## src/rtl/core/sc2a_pkg.sv

```systemverilog
package sc2a_pkg;

   // Set-1 modifier and release codes
   localparam logic [7:0] LSHIFT_MAKE  = 8'h2A;
   localparam logic [7:0] RSHIFT_MAKE  = 8'h36;
   localparam logic [7:0] LSHIFT_BREAK = 8'hAA;
   localparam logic [7:0] RSHIFT_BREAK = 8'hB6;
   localparam logic [7:0] CAPS_MAKE    = 8'h3A;
   localparam int unsigned BREAK_BIT   = 7;

   // Word kinds
   localparam logic KIND_SCAN = 1'b0;
   localparam logic KIND_READ = 1'b1;

   typedef struct packed {
      logic       shift_flag;
      logic       caps_flag;
      logic [6:0] held_char;
      logic       held_ready;
   } key_state_type;

   typedef struct packed {
      logic [6:0] ascii_char;
      logic       char_valid;
      logic [6:0] key_code;
      logic       shift_active;
      logic       caps_active;
   } result_type;

   function automatic logic [6:0] plain_char(input logic [6:0] idx);
      logic [6:0] c;
      case (idx)
         7'd1:    c = 7'h1B;
         7'd2:    c = 7'h31;
         7'd3:    c = 7'h32;
         7'd4:    c = 7'h33;
         7'd5:    c = 7'h34;
         7'd6:    c = 7'h35;
         7'd7:    c = 7'h36;
         7'd8:    c = 7'h37;
         7'd9:    c = 7'h38;
         7'd10:   c = 7'h39;
         7'd11:   c = 7'h30;
         7'd12:   c = 7'h2D;
         7'd13:   c = 7'h3D;
         7'd14:   c = 7'h08;
         7'd15:   c = 7'h09;
         7'd16:   c = 7'h71;
         7'd17:   c = 7'h77;
         7'd18:   c = 7'h65;
         7'd19:   c = 7'h72;
         7'd20:   c = 7'h74;
         7'd21:   c = 7'h79;
         7'd22:   c = 7'h75;
         7'd23:   c = 7'h69;
         7'd24:   c = 7'h6F;
         7'd25:   c = 7'h70;
         7'd26:   c = 7'h5B;
         7'd27:   c = 7'h5D;
         7'd28:   c = 7'h0A;
         7'd30:   c = 7'h61;
         7'd31:   c = 7'h73;
         7'd32:   c = 7'h64;
         7'd33:   c = 7'h66;
         7'd34:   c = 7'h67;
         7'd35:   c = 7'h68;
         7'd36:   c = 7'h6A;
         7'd37:   c = 7'h6B;
         7'd38:   c = 7'h6C;
         7'd39:   c = 7'h3B;
         7'd40:   c = 7'h27;
         7'd41:   c = 7'h60;
         7'd43:   c = 7'h5C;
         7'd44:   c = 7'h7A;
         7'd45:   c = 7'h78;
         7'd46:   c = 7'h63;
         7'd47:   c = 7'h76;
         7'd48:   c = 7'h62;
         7'd49:   c = 7'h6E;
         7'd50:   c = 7'h6D;
         7'd51:   c = 7'h2C;
         7'd52:   c = 7'h2E;
         7'd53:   c = 7'h2F;
         7'd55:   c = 7'h2A;
         7'd57:   c = 7'h20;
         7'd74:   c = 7'h2D;
         7'd78:   c = 7'h2B;
         default: c = 7'h00;
      endcase
      return c;
   endfunction

   function automatic logic [6:0] shifted_char(input logic [6:0] idx);
      logic [6:0] c;
      case (idx)
         7'd1:    c = 7'h1B;
         7'd2:    c = 7'h21;
         7'd3:    c = 7'h40;
         7'd4:    c = 7'h23;
         7'd5:    c = 7'h24;
         7'd6:    c = 7'h25;
         7'd7:    c = 7'h5E;
         7'd8:    c = 7'h26;
         7'd9:    c = 7'h2A;
         7'd10:   c = 7'h28;
         7'd11:   c = 7'h29;
         7'd12:   c = 7'h5F;
         7'd13:   c = 7'h2B;
         7'd14:   c = 7'h08;
         7'd15:   c = 7'h09;
         7'd16:   c = 7'h51;
         7'd17:   c = 7'h57;
         7'd18:   c = 7'h45;
         7'd19:   c = 7'h52;
         7'd20:   c = 7'h54;
         7'd21:   c = 7'h59;
         7'd22:   c = 7'h55;
         7'd23:   c = 7'h49;
         7'd24:   c = 7'h4F;
         7'd25:   c = 7'h50;
         7'd26:   c = 7'h7B;
         7'd27:   c = 7'h7D;
         7'd28:   c = 7'h0A;
         7'd30:   c = 7'h41;
         7'd31:   c = 7'h53;
         7'd32:   c = 7'h44;
         7'd33:   c = 7'h46;
         7'd34:   c = 7'h47;
         7'd35:   c = 7'h48;
         7'd36:   c = 7'h4A;
         7'd37:   c = 7'h4B;
         7'd38:   c = 7'h4C;
         7'd39:   c = 7'h3A;
         7'd40:   c = 7'h22;
         7'd41:   c = 7'h7E;
         7'd43:   c = 7'h7C;
         7'd44:   c = 7'h5A;
         7'd45:   c = 7'h58;
         7'd46:   c = 7'h43;
         7'd47:   c = 7'h56;
         7'd48:   c = 7'h42;
         7'd49:   c = 7'h4E;
         7'd50:   c = 7'h4D;
         7'd51:   c = 7'h3C;
         7'd52:   c = 7'h3E;
         7'd53:   c = 7'h3F;
         7'd55:   c = 7'h2A;
         7'd57:   c = 7'h20;
         7'd74:   c = 7'h2D;
         7'd78:   c = 7'h2B;
         default: c = 7'h00;
      endcase
      return c;
   endfunction

endpackage

```

## src/rtl/core/sc2a_in_stage.sv

```systemverilog
module sc2a_in_stage (
   input  logic       clock,
   input  logic       reset,
   input  logic       req_valid,
   output logic       req_ready,
   input  logic       req_kind,
   input  logic [7:0] req_scan_byte,
   input  logic       drain,
   output logic       held_valid,
   output logic       held_kind,
   output logic [7:0] held_scan_byte
);

   logic       valid_ff, valid_in;
   logic       kind_ff;
   logic [7:0] byte_ff;
   logic       take;

   // Free when empty or when the held word moves on this cycle
   assign req_ready = !valid_ff || drain;
   assign take      = req_valid && req_ready;

   always_comb begin
      valid_in = valid_ff;
      if (take) begin
         valid_in = 1'b1;
      end else if (drain) begin
         valid_in = 1'b0;
      end
   end

   always_ff @(posedge clock) begin
      if (reset) begin
         valid_ff <= 1'b0;
      end else begin
         valid_ff <= valid_in;
      end
      if (take) begin
         kind_ff <= req_kind;
         byte_ff <= req_scan_byte;
      end
   end

   assign held_valid     = valid_ff;
   assign held_kind      = kind_ff;
   assign held_scan_byte = byte_ff;

endmodule

```

## src/rtl/core/sc2a_decode.sv

```systemverilog
module sc2a_decode (
   input  logic                   kind,
   input  logic [7:0]             scan_byte,
   input  sc2a_pkg::key_state_type state_cur,
   output sc2a_pkg::key_state_type state_nxt,
   output sc2a_pkg::result_type    result
);

   logic [6:0] idx;
   logic [6:0] looked_up;

   assign idx       = scan_byte[6:0];
   assign looked_up = (state_cur.shift_flag ^ state_cur.caps_flag)
                      ? sc2a_pkg::shifted_char(idx) : sc2a_pkg::plain_char(idx);

   always_comb begin
      state_nxt         = state_cur;
      result.ascii_char = 7'h00;
      result.char_valid = 1'b0;
      result.key_code   = 7'h00;
      if (kind == sc2a_pkg::KIND_READ) begin
         if (state_cur.held_ready) begin
            result.ascii_char    = state_cur.held_char;
            result.char_valid    = 1'b1;
            state_nxt.held_ready = 1'b0;
         end
      end else if (scan_byte inside {sc2a_pkg::LSHIFT_MAKE, sc2a_pkg::RSHIFT_MAKE}) begin
         state_nxt.shift_flag = 1'b1;
      end else if (scan_byte inside {sc2a_pkg::LSHIFT_BREAK, sc2a_pkg::RSHIFT_BREAK}) begin
         state_nxt.shift_flag = 1'b0;
      end else if (scan_byte == sc2a_pkg::CAPS_MAKE) begin
         state_nxt.caps_flag = !state_cur.caps_flag;
      end else if (!scan_byte[sc2a_pkg::BREAK_BIT] && looked_up != 7'h00) begin
         // latch the key; releases and unmapped codes leave everything alone
         state_nxt.held_char  = looked_up;
         state_nxt.held_ready = 1'b1;
         result.ascii_char    = looked_up;
         result.char_valid    = 1'b1;
         result.key_code      = idx;
      end
      result.shift_active = state_nxt.shift_flag;
      result.caps_active  = state_nxt.caps_flag;
   end

endmodule

```

## src/rtl/core/scancode_to_ascii_decoder_core.sv

```systemverilog
// Channel   Direction  Ports                                   Word
// req_      in         req_valid/req_ready                     kind, scan_byte
// rsp_      out        rsp_valid/rsp_ready                     ascii_char, char_valid,
//                                                              key_code, shift_active,
//                                                              caps_active
//
// One word enters per cycle while req_ready is high. Its result is registered
// in order (input register, then table lookup and flag update into the result
// register) and holds there until rsp_ready takes it. Sustained rate is one
// word per cycle while rsp_ready stays high, set by the single lookup stage.
// Synchronous active-high reset clears the flags, the held key and both valids.
// A stalled result holds in its register while the input register still takes
// one more word; req_ready drops only when both registers are full and stalled.
module scancode_to_ascii_decoder_core (
   input  logic       clock,
   input  logic       reset,
   input  logic       req_valid,
   output logic       req_ready,
   input  logic       req_kind,
   input  logic [7:0] req_scan_byte,
   output logic       rsp_valid,
   input  logic       rsp_ready,
   output logic [6:0] rsp_ascii_char,
   output logic       rsp_char_valid,
   output logic [6:0] rsp_key_code,
   output logic       rsp_shift_active,
   output logic       rsp_caps_active
);

   logic       in_valid;
   logic       in_kind;
   logic [7:0] in_scan_byte;
   logic       advance;

   sc2a_pkg::key_state_type state_ff, state_in;
   sc2a_pkg::result_type    result_in, result_ff;
   logic                    rsp_valid_ff, rsp_valid_in;

   // Move the held word into the result register when that register frees up
   assign advance = in_valid && (!rsp_valid_ff || rsp_ready);

   sc2a_in_stage u_in_stage (
      .clock          (clock),
      .reset          (reset),
      .req_valid      (req_valid),
      .req_ready      (req_ready),
      .req_kind       (req_kind),
      .req_scan_byte  (req_scan_byte),
      .drain          (advance),
      .held_valid     (in_valid),
      .held_kind      (in_kind),
      .held_scan_byte (in_scan_byte)
   );

   sc2a_decode u_decode (
      .kind      (in_kind),
      .scan_byte (in_scan_byte),
      .state_cur (state_ff),
      .state_nxt (state_in),
      .result    (result_in)
   );

   always_comb begin
      rsp_valid_in = rsp_valid_ff;
      if (advance) begin
         rsp_valid_in = 1'b1;
      end else if (rsp_ready) begin
         rsp_valid_in = 1'b0;
      end
   end

   always_ff @(posedge clock) begin
      if (reset) begin
         rsp_valid_ff <= 1'b0;
         state_ff     <= '0;
      end else begin
         rsp_valid_ff <= rsp_valid_in;
         // commit the flags only when the word is actually consumed
         if (advance) begin
            state_ff <= state_in;
         end
      end
      if (advance) begin
         result_ff <= result_in;
      end
   end

   assign rsp_valid        = rsp_valid_ff;
   assign rsp_ascii_char   = result_ff.ascii_char;
   assign rsp_char_valid   = result_ff.char_valid;
   assign rsp_key_code     = result_ff.key_code;
   assign rsp_shift_active = result_ff.shift_active;
   assign rsp_caps_active  = result_ff.caps_active;

`ifndef NO_ASSERTIONS
   a_char_nonzero: assert property (@(posedge clock) disable iff (reset)
      rsp_valid_ff && rsp_char_valid |-> rsp_ascii_char != 7'h00)
      else $error("valid character word carries a zero character");

   a_code_implies_char: assert property (@(posedge clock) disable iff (reset)
      rsp_valid_ff && rsp_key_code != 7'h00 |-> rsp_char_valid)
      else $error("key code reported without a character");

   a_flags_match_state: assert property (@(posedge clock) disable iff (reset)
      advance && !reset |=> rsp_shift_active == state_ff.shift_flag
                            && rsp_caps_active == state_ff.caps_flag)
      else $error("result flags differ from committed state");

   a_ready_only_blocked: assert property (@(posedge clock) disable iff (reset)
      !req_ready |-> in_valid && rsp_valid_ff && !rsp_ready)
      else $error("input stalled while a stage was free");
`endif

endmodule
```

## config.mk

```make
export PLATFORM = sky130hd
export DESIGN_NAME = scancode_to_ascii_decoder_core
export DESIGN_NICKNAME = d
export VERILOG_FILES = /design/src/rtl/core/sc2a_pkg.sv /design/src/rtl/core/sc2a_in_stage.sv /design/src/rtl/core/sc2a_decode.sv /design/src/rtl/core/scancode_to_ascii_decoder_core.sv
export SDC_FILE = /design/constraint.sdc
export NUM_CORES = 1
export LEC_CHECK = 0
export ABC_AREA = 1
export BUFFER_PORTS_ARGS = -buffer_cell sky130_fd_sc_hd__buf_2
export CAP_MARGIN = 10
export CELL_PAD_IN_SITES_DETAIL_PLACEMENT = 0
export CELL_PAD_IN_SITES_GLOBAL_PLACEMENT = 1
export CORE_AREA = 2 2 86 88
export CTS_CLUSTER_SIZE = 10
export DETAILED_ROUTE_END_ITERATION = 16
export DIE_AREA = 0 0 88 90
export GPL_ROUTABILITY_DRIVEN = 0
export GPL_TIMING_DRIVEN = 0
export HOLD_SLACK_MARGIN = 0.12
export PLACE_DENSITY_LB_ADDON = 0.2
export SYNTH_ARGS = -nofsm -noshare
export SYNTH_HDL_FRONTEND = slang
export SYNTH_HIERARCHICAL = 1
export SYNTH_SLANG_ARGS = --single-unit
```

## constraint.sdc

```tcl
create_clock -name clock -period 8.1 [get_ports clock]
set_input_delay 0.81 -clock clock [delete_from_list [all_inputs] [get_ports clock]]
set_output_delay 0.81 -clock clock [all_outputs]
set_load 0.005 [all_outputs]
```

[Word level (Yosys, flattened, before mapping)]
Memories as Yosys holds them, arrays and structs flattened. A register that Yosys moved wholly into a read port is not among the register bits.
Index checks and enable logic that the tools add are counted.
Word-level totals
  bits in registers: 38
  memory bits (read-only): 1792
  bits of input ports: 13
  output and inout port bits: 19
  word-level logic and storage cells: 69
  memories: 2
Operators by class
  equal/unequal tests: 8
  mux-type cells: 22
  bitwise operators: 6
  reductions and logical operators: 18
Memories
  (no name shown): depth 128, width 7, read ports 1, clocked after Yosys merged registers in 1, write ports 0, line sc2a_pkg.sv:32  | case (idx)
  (no name shown): depth 128, width 7, read ports 1, clocked after Yosys merged registers in 1, write ports 0, line sc2a_pkg.sv:95  | case (idx)
Operators by type and width (count)
  15-bit two-way mux: 4
  8-bit two-way mux: 4
  9-bit two-way mux: 3
  8-bit by 6-bit == test with 1-bit output, second input constant: 3
  7-bit two-way mux: 3
  8-bit == test, second input constant: 2
  2-bit nonzero test: 5
  1-bit two-way mux: 8
  7-bit nonzero test: 1
  2-bit != test, second input constant: 3
  6-bit AND reduction: 1
  1-bit inverter: 5
  5-bit AND reduction: 1
  5-bit OR reduction: 1
  1-bit logical NOT: 4
  1-bit logical AND: 3
  1-bit logical OR: 2
  1-bit XOR: 1

[Longest topological paths before layout]
Gate-level depths: netlist (run 1).
  depth in word-level cells: 9
  depth in mapped cells: 21
  depth with buffers taken out: 21

[Modules after synthesis]
The synthesis (run 1) kept the hierarchy.
By module, submodules not included
  sc2a_decode: instances 1, cells each 353, area an instance 1691.6 µm², seq. area each 0.0 µm²
  scancode_to_ascii_decoder_core: instances 1, cells each 88, area an instance 1083.5 µm², seq. area each 730.7 µm²
  sc2a_in_stage: instances 1, cells each 15, area an instance 317.8 µm², seq. area each 290.3 µm²

[Worst setup path before layout (run 1)]
No wires, ideal clock.
  path kind: input-to-reg
  start: input port rsp_ready
  end: register u_in_stage.kind_ff, in the netlist u_in_stage/held_kind (enable)
  library setup time: 0.378 ns
  data arrival time: 2.387 ns
  required time: 7.722 ns
  path slack: 5.336 ns
  stages: 4
  path buffers: 0
  path through: inv_2 a21oi_1 inv_2 a21oi_1
On the way
  longest elaborated chain between the ends: 4
RTL lines
  start, declared: line scancode_to_ascii_decoder_core.sv:22  | input logic rsp_ready,
  1-bit logical OR: line scancode_to_ascii_decoder_core.sv:40  | assign advance = in_valid && (!rsp_valid_ff || rsp_ready);
  1-bit logical AND: line scancode_to_ascii_decoder_core.sv:40
  via advance: line scancode_to_ascii_decoder_core.sv:33  | logic advance;
  1-bit logical OR: line sc2a_in_stage.sv:20  | assign req_ready = !valid_ff || drain;
  1-bit logical AND: line sc2a_in_stage.sv:21  | assign take = req_valid && req_ready;
  via u_in_stage.take: line sc2a_in_stage.sv:17  | logic take;
  end signal, assigned: line sc2a_in_stage.sv:39  | kind_ff <= req_kind;
  end, declared: line sc2a_in_stage.sv:15  | logic kind_ff;
The timed path passes the listed nets, and every way through them passes these cells.
A chain may end at the register's enable or synchronous reset.

[Worst setup path in the final report (run 1)]
  start: register u_in_stage.byte_ff[1], in the netlist u_in_stage/held_scan_byte[1]
  end: register state_ff[0] in the netlist's numbering
On the way
  longest elaborated chain between the ends: 4
  elaborated cells on any way between the ends: 11
  those cells by class: 8 x eq/ne; 3 x reduce/logical
RTL lines
  start, declared: line sc2a_in_stage.sv:16  | logic [7:0] byte_ff;
  start signal, assigned: line sc2a_in_stage.sv:40  | byte_ff <= req_scan_byte;
  8-bit by 6-bit == test with 1-bit output or 8-bit == test (tied branches): line sc2a_decode.sv:27, sc2a_decode.sv:29
  2-bit nonzero test, on equally long branches: line sc2a_decode.sv:27, sc2a_decode.sv:29
  2-bit != test (no line)
  5-bit AND reduction (no line) (*)
  end signal, assigned: line scancode_to_ascii_decoder_core.sv:80  | state_ff <= state_in;
  end, declared: line scancode_to_ascii_decoder_core.sv:35  | sc2a_pkg::key_state_type state_ff, state_in;
Mark *: on every way between the ends. The rest lies on a longest branch, timed or not.

==> impl_metrics.ini, run 1 <==
[clock_tree]
cts_htree_levels = 2
ctsLongestPathBuffers = 2
cts_setup_buffers = 0
clk_pin_slew_worst_paths_ns = 0.07
hold_buffers = 0
cts_resized = 0
cts_buffers = 5
cts_tree = done
cts-root-buf = clkbuf_8
insertion_delay_ns = 0.29
clock_sinks = 38

[sta]
fin_ws_ns = 4.932
max_clock_freq_mhz = 315.6
slew_viol_final = 0
fin_tns_setup_ns = 0
setup_violations = 0
finalCritPeriodShare_pct = 39.12
finalHoldViolations = 0
tightest_slew_ns = 0.7813
slew_headroom_pct = 47.91
rsz0062_at_grt = false
clock_skew_ns = 0.007167
fin_crit_ns = 3.168

[routing]
drc = 0
first_iter_violations = 407
routed_wl_mm = 8.433
vias = 3118
wl_per_cell_um = 14.17
drt.antenna.violating_nets = 0
dr.pass1.iters = 5
viasPerCell = 5.240

[global_routing]
grt_pass1_vias = 2908
grt_antenna_before_repair = 0
grt_start_max_net_pins = 16
grt_usage_pct = 22.62
grt_pass1_wl_mm = 14.11
overflow = 0

[setup_path]
rr_startpoint = u_in_stage/held_scan_byte[1]$_DFFE_PP_
worstRegToRegCells = 19
required_ns = 8.29
crit_type = flop to flop
r2r_slack_ns = 4.93
start_kind = flop
critical_path.max_fanout = 12
crit_path_end_kind = flop
cp.arrival_ns = 3.36
reg2reg_to = state_ff[0]$_SDFFE_PP0P_

[die]
rows = 31
start_util_pct = 44.06
die_x_um = 88
core_area_um2 = 7020
die_h_um = 90
die-area_um2 = 7920
io_pins = 32

[pwr]
p_int_mw = 0.3449
p_leak_nw = 1.756
switching_power_mw = 0.1728
power_frac_seq_pct = 45.0
swShare_pct = 33.37
p_comb_share_pct = 29.4
clkPwrFrac_pct = 25.6
power_density_nw_per_um2 = 148.6
vdd_drop_max_mv = 0.09515

[synthesis]
ys_async_sr_fraction_pct = 0
syn_area_um2 = 3093
synthCells = 456
synth.area.top_cells = edfxtp_1, nand2_1, nand3_1
yosys.cell_count.top_type = nand2_1
synth_compound_area_share_pct = 7.888
synthXorXnorAreaFrac_pct = 0.2832
synth_common_cells = nand2_1, nand3_1, inv_1, nor2_1, edfxtp_1
avgSynthCellArea_um2 = 6.783
syn-num-nets = 481
ys.flop_type = edfxtp_1
synth-adder-area-share_pct = 4.854
synth-seq-cells = 38
synth-simple-area-share_pct = 42.15
synth_edf_count = 26
synth_top_area_share_pct = 25.24
ys_seq_area_share_pct = 33.01
yosysWarningCount = 6
synth.distinct_cells = 30
synth_mux_area_share_pct = 0
synth_top_family_by_area = simple AND/OR/NAND/NOR gates
yosys.area.top_type = edfxtp_1

[worst_hold_path]
hold_depth = 2
hold_class = flop to flop
min_from = state_ff[3]$_SDFFE_PP0P_
min_to = state_ff[3]$_SDFFE_PP0P_

[place]
pre_cts_ws_ns = 5.001
dp_cells = 587
io_buffers = 31
hpwl_mm = 6.296

[final_layout]
final_net_count = 520
drive_above_1_share_pct = 21.17
antenna_cells = 0
area_growth_pct = 12.66
stdcell_count = 595

[run_status]
status = finished, final reports clean

[job]
cap_violations = 0
## logic make-up after synthesis
group	after synthesis
flops	38
fa+ha+maj	12
buf+inv	73
simple gates	291
compound gates	41
xor+xnor	1
## stage by stage
step	instance area (um^2)	power [mW]	hold slack [ns]	util, %
2_1_floorplan	3093	0.3451	0.4810	-
3_3_place_gp	3372	0.3857	0.4994	48.03
3_5_place_dp	3391	0.3869	0.5082	48.30
4_1_cts	3485	0.5215	0.5220	49.63
5_1_grt	3485	0.5518	0.5589	49.63
6_report	3485	0.5177	0.5159	49.63
## worst max path at each step
stage,from,to,slack [ns]
after detailed placement,u_in_stage/held_scan_byte[1]$_DFFE_PP_,state_ff[0]$_SDFFE_PP0P_,5.00
after global placement,rsp_ready,u_in_stage/held_scan_byte[2]$_DFFE_PP_,4.72
final,u_in_stage/held_scan_byte[1]$_DFFE_PP_,state_ff[0]$_SDFFE_PP0P_,4.93
after global routing,u_in_stage/held_scan_byte[1]$_DFFE_PP_,state_ff[0]$_SDFFE_PP0P_,4.73
after floorplan,rsp_ready,u_in_stage/held_kind$_DFFE_PP_,5.34
after CTS,u_in_stage/held_scan_byte[1]$_DFFE_PP_,state_ff[0]$_SDFFE_PP0P_,4.99
## final cells by class
class	count	area, um^2
fillers	717	3536
multi-input cells	345	1710
flip-flops and latches	38	1021
inverters	54	203.9
repair buffers	32	170.2
plain buffers	19	161.4
well taps	99	123.9
clock buffers	6	82.58
clock inverters	2	11.26
## sequential cells by signal, indices dropped and copies added, names as in the netlist
| signal | cells |
|---|---|
| rsp_valid | 1 |
| u_in_stage/held_kind | 1 |
| rsp_ascii_char | 7 |
| u_in_stage/held_valid | 1 |
| rsp_key_code | 7 |
| rsp_caps_active | 1 |
| state_ff | 10 |
| rsp_shift_active | 1 |
| rsp_char_valid | 1 |
| u_in_stage/held_scan_byte | 8 |
## placed cells by master (no fill, tap or decap), types with 2 or more instances in the layout
cell	n
o21bai_1	2
nand4_1	5
a21oi_2	5
nand3_1	55
o21ai_0	7
ha_1	12
nand3_2	11
a21oi_1	23
nand2_1	156
clkinv_2	2
buf_4	7
nand2_2	9
clkbuf_8	6
nor2_2	13
nor2_1	39
buf_2	34
dfxtp_1	12
inv_1	45
buf_6	8
edfxtp_1	26
inv_2	7
## critical path, stage by stage (launching register included)
cell      delay, ns
edfxtp_1       0.69
inv_1          0.37
ha_1           0.39
inv_1          0.07
nand2_1        0.07
nand2_1        0.11
nand3_1        0.09
nand3_1        0.09
nand3_1        0.10
nand2_1        0.12
nand2_1        0.06
nand2_1        0.10
nand3_2        0.09
o21bai_4       0.23
buf_6          0.18
nand2_1        0.05
inv_1          0.06
nand3_2        0.06
nand2_1        0.07
nor2_2         0.04
## power by group through the flow
| stage | clock (mW) | sequential (mW) | combinational (mW) |
|---|---|---|---|
| floorplan | 0 | 0.236 | 0.109 |
| global placement | 0 | 0.237 | 0.148 |
| detailed placement | 0 | 0.237 | 0.150 |
| CTS | 0.138 | 0.233 | 0.150 |
| global route | 0.146 | 0.235 | 0.170 |
| finish | 0.133 | 0.233 | 0.152 |
## layer usage
layer / up-vias / GRT usage (%) / share of wire (%) / routed length (um)
li1: 1541 / - / - / -
met2: 157 / 33.78 / 44 / 3705
met5: - / 0 / 0 / 0
met1: 1399 / 33.16 / 45 / 3772
met4: 0 / 6.538 / 2.2 / 189
met3: 21 / 4.040 / 9.1 / 766
Power figures use the tool's default switching activity.
==> run 2, diff against run 1 <==
- CORE_AREA: 2 2 86 88 -> 2 2 89 91
- DIE_AREA: 0 0 88 90 -> 0 0 91 93
- clock period: 8.1 -> 3 ns (I/O delays scaled with it)
==> impl_metrics.ini, run 2 (synthesis results as in run 1) <==
[routing]
dr.pass1.iters = 5
vias = 3123
drt.antenna.violating_nets = 0
drc = 0
routed_wl_mm = 8.814
wl_per_cell_um = 14.54
viasPerCell = 5.153
first_iter_violations = 355

[pwr]
swShare_pct = 31.98
p_comb_share_pct = 28.9
vdd_drop_max_mv = 0.2023
clkPwrFrac_pct = 28.6
p_int_mw = 1.002
p_leak_nw = 1.790
power_frac_seq_pct = 42.5
power_density_nw_per_um2 = 413.4
switching_power_mw = 0.4712

[sta]
finalCritPeriodShare_pct = 92.49
setup_violations = 0
tightest_slew_ns = 0.8332
max_clock_freq_mhz = 360.4
fin_ws_ns = 0.2252
finalHoldViolations = 0
slew_viol_final = 0
slew_headroom_pct = 44.45
clock_skew_ns = 0.008214
fin_tns_setup_ns = 0
fin_crit_ns = 2.775

[global_routing]
grt_start_max_net_pins = 16
overflow = 0
grt_antenna_before_repair = 0
grt_pass1_vias = 2906
grt_pass1_wl_mm = 14.48
grt_usage_pct = 21.49

[clock_tree]
cts_tree = done
cts_buffers = 5
ctsLongestPathBuffers = 2
cts_htree_levels = 2
clk_pin_slew_worst_paths_ns = 0.08
insertion_delay_ns = 0.29
hold_buffers = 0
cts-root-buf = clkbuf_8
clock_sinks = 38

[final_layout]
final_util_pct = 47.36
largest_register = state_ff
layout_common_cells = nand2_1, nand3_1, inv_1
antenna_cells = 0
final_common_cell = nand2_1
final_net_count = 528
drive_above_1_share_pct = 22.22
area_growth_pct = 15.25
largest_register_ff_count = 10

[die]
rows = 32
core_area_um2 = 7527
die_h_um = 93
io_pins = 32
start_util_pct = 41.09
die-area_um2 = 8463
die_x_um = 91

[worst_hold_path]
hold_depth = 1
hold_class = primary input to flop

[place]
hpwl_mm = 6.656
io_buffers = 31
pre_cts_ws_ns = -0.07161

[setup_path]
start_kind = flop
cp.arrival_ns = 2.96
worstRegToRegCells = 19
crit_path_end_kind = flop
crit_type = flop to flop
critical_path.max_fanout = 11
required_ns = 3.19

[run_status]
status = finished, final reports clean

[job]
cap_violations = 0
run 2: changes by cell type in the layout (fill, tap and decap cells not counted), sizes merged:
cell,before,now
clkinvlp,0,1
inv,53,51
clkbuf,7,8
clkinv,3,2
buf,50,58
bufinv,0,1
run 2: what timing repair did:
| item | 4_1_cts | 5_1_grt |
|---|---|---|
| buffers inserted | 1 | 7 |
| gates resized for setup | 0 | 1 |
| setup endpoints to repair | 3 | 17 |
run 2: power by group through the flow:
stage	sequential, mW	combinational (mW)	clock [mW]
3_3_place_gp	0.641	0.404	0
2_1_floorplan	0.637	0.295	0
4_1_cts	0.627	0.412	0.434
5_1_grt	0.630	0.478	0.455
3_5_place_dp	0.641	0.407	0
6_report	0.626	0.426	0.421
run 2: worst paths after layout:
| check | startpoint | to | slack, ns |
|---|---|---|---|
| max | u_in_stage/held_scan_byte[1]$_DFFE_PP_ | state_ff[2]$_SDFFE_PP0P_ | 0.23 |
| min | req_scan_byte[2] | u_in_stage/held_scan_byte[2]$_DFFE_PP_ | 0.19 |
| max reg2reg | u_in_stage/held_scan_byte[1]$_DFFE_PP_ | state_ff[2]$_SDFFE_PP0P_ | 0.23 |
| min reg2reg | state_ff[0]$_SDFFE_PP0P_ | state_ff[0]$_SDFFE_PP0P_ | 0.52 |
run 2: metrics by stage:
stage	total power [mW]	hold slack (ns)	cells	area, um^2
after floorplan	0.9318	0.3624	456	3093
final	1.474	0.1889	606	3565
after detailed placement	1.048	0.4781	590	3395
after global routing	1.564	0.1731	606	3565
after global placement	1.045	0.4758	589	3376
after CTS	1.474	0.1796	599	3508
run 2: layout make-up:
class	instances	area (um^2)
plain buffers	19	161.4
multi-input cells	345	1710
clock inverters	1	30.03
flip-flops and latches	38	1021
inverters	54	207.7
fillers	812	3963
well taps	102	127.6
clock buffers	7	76.32
repair buffers	40	230.2
run 2: layer usage:
layer / up-vias / track usage [%] / part of all wire (%)
met2: 130 / 34.57 / 45
li1: 1556 / - / -
met3: 14 / 4.593 / 8.0
met5: - / 0 / 0
met1: 1423 / 29.16 / 46
met4: 0 / 6.439 / 1.2
run 2: worst max-delay path, cell delays in order (launching register included):
cell and delay [ns]:
edfxtp_1 0.47, buf_4 0.23, ha_1 0.24, nand2_1 0.20, nand2_1 0.10, o21ai_0 0.29, o21ai_0 0.17, inv_1 0.08
nand2_1 0.08, nand2_1 0.06, nand2_1 0.08, nand3_2 0.08, o21bai_4 0.11, buf_6 0.17, nand2_2 0.05, nand2_1 0.04
inv_1 0.06, nand3_2 0.06, nand2_1 0.07, nor2_2 0.04
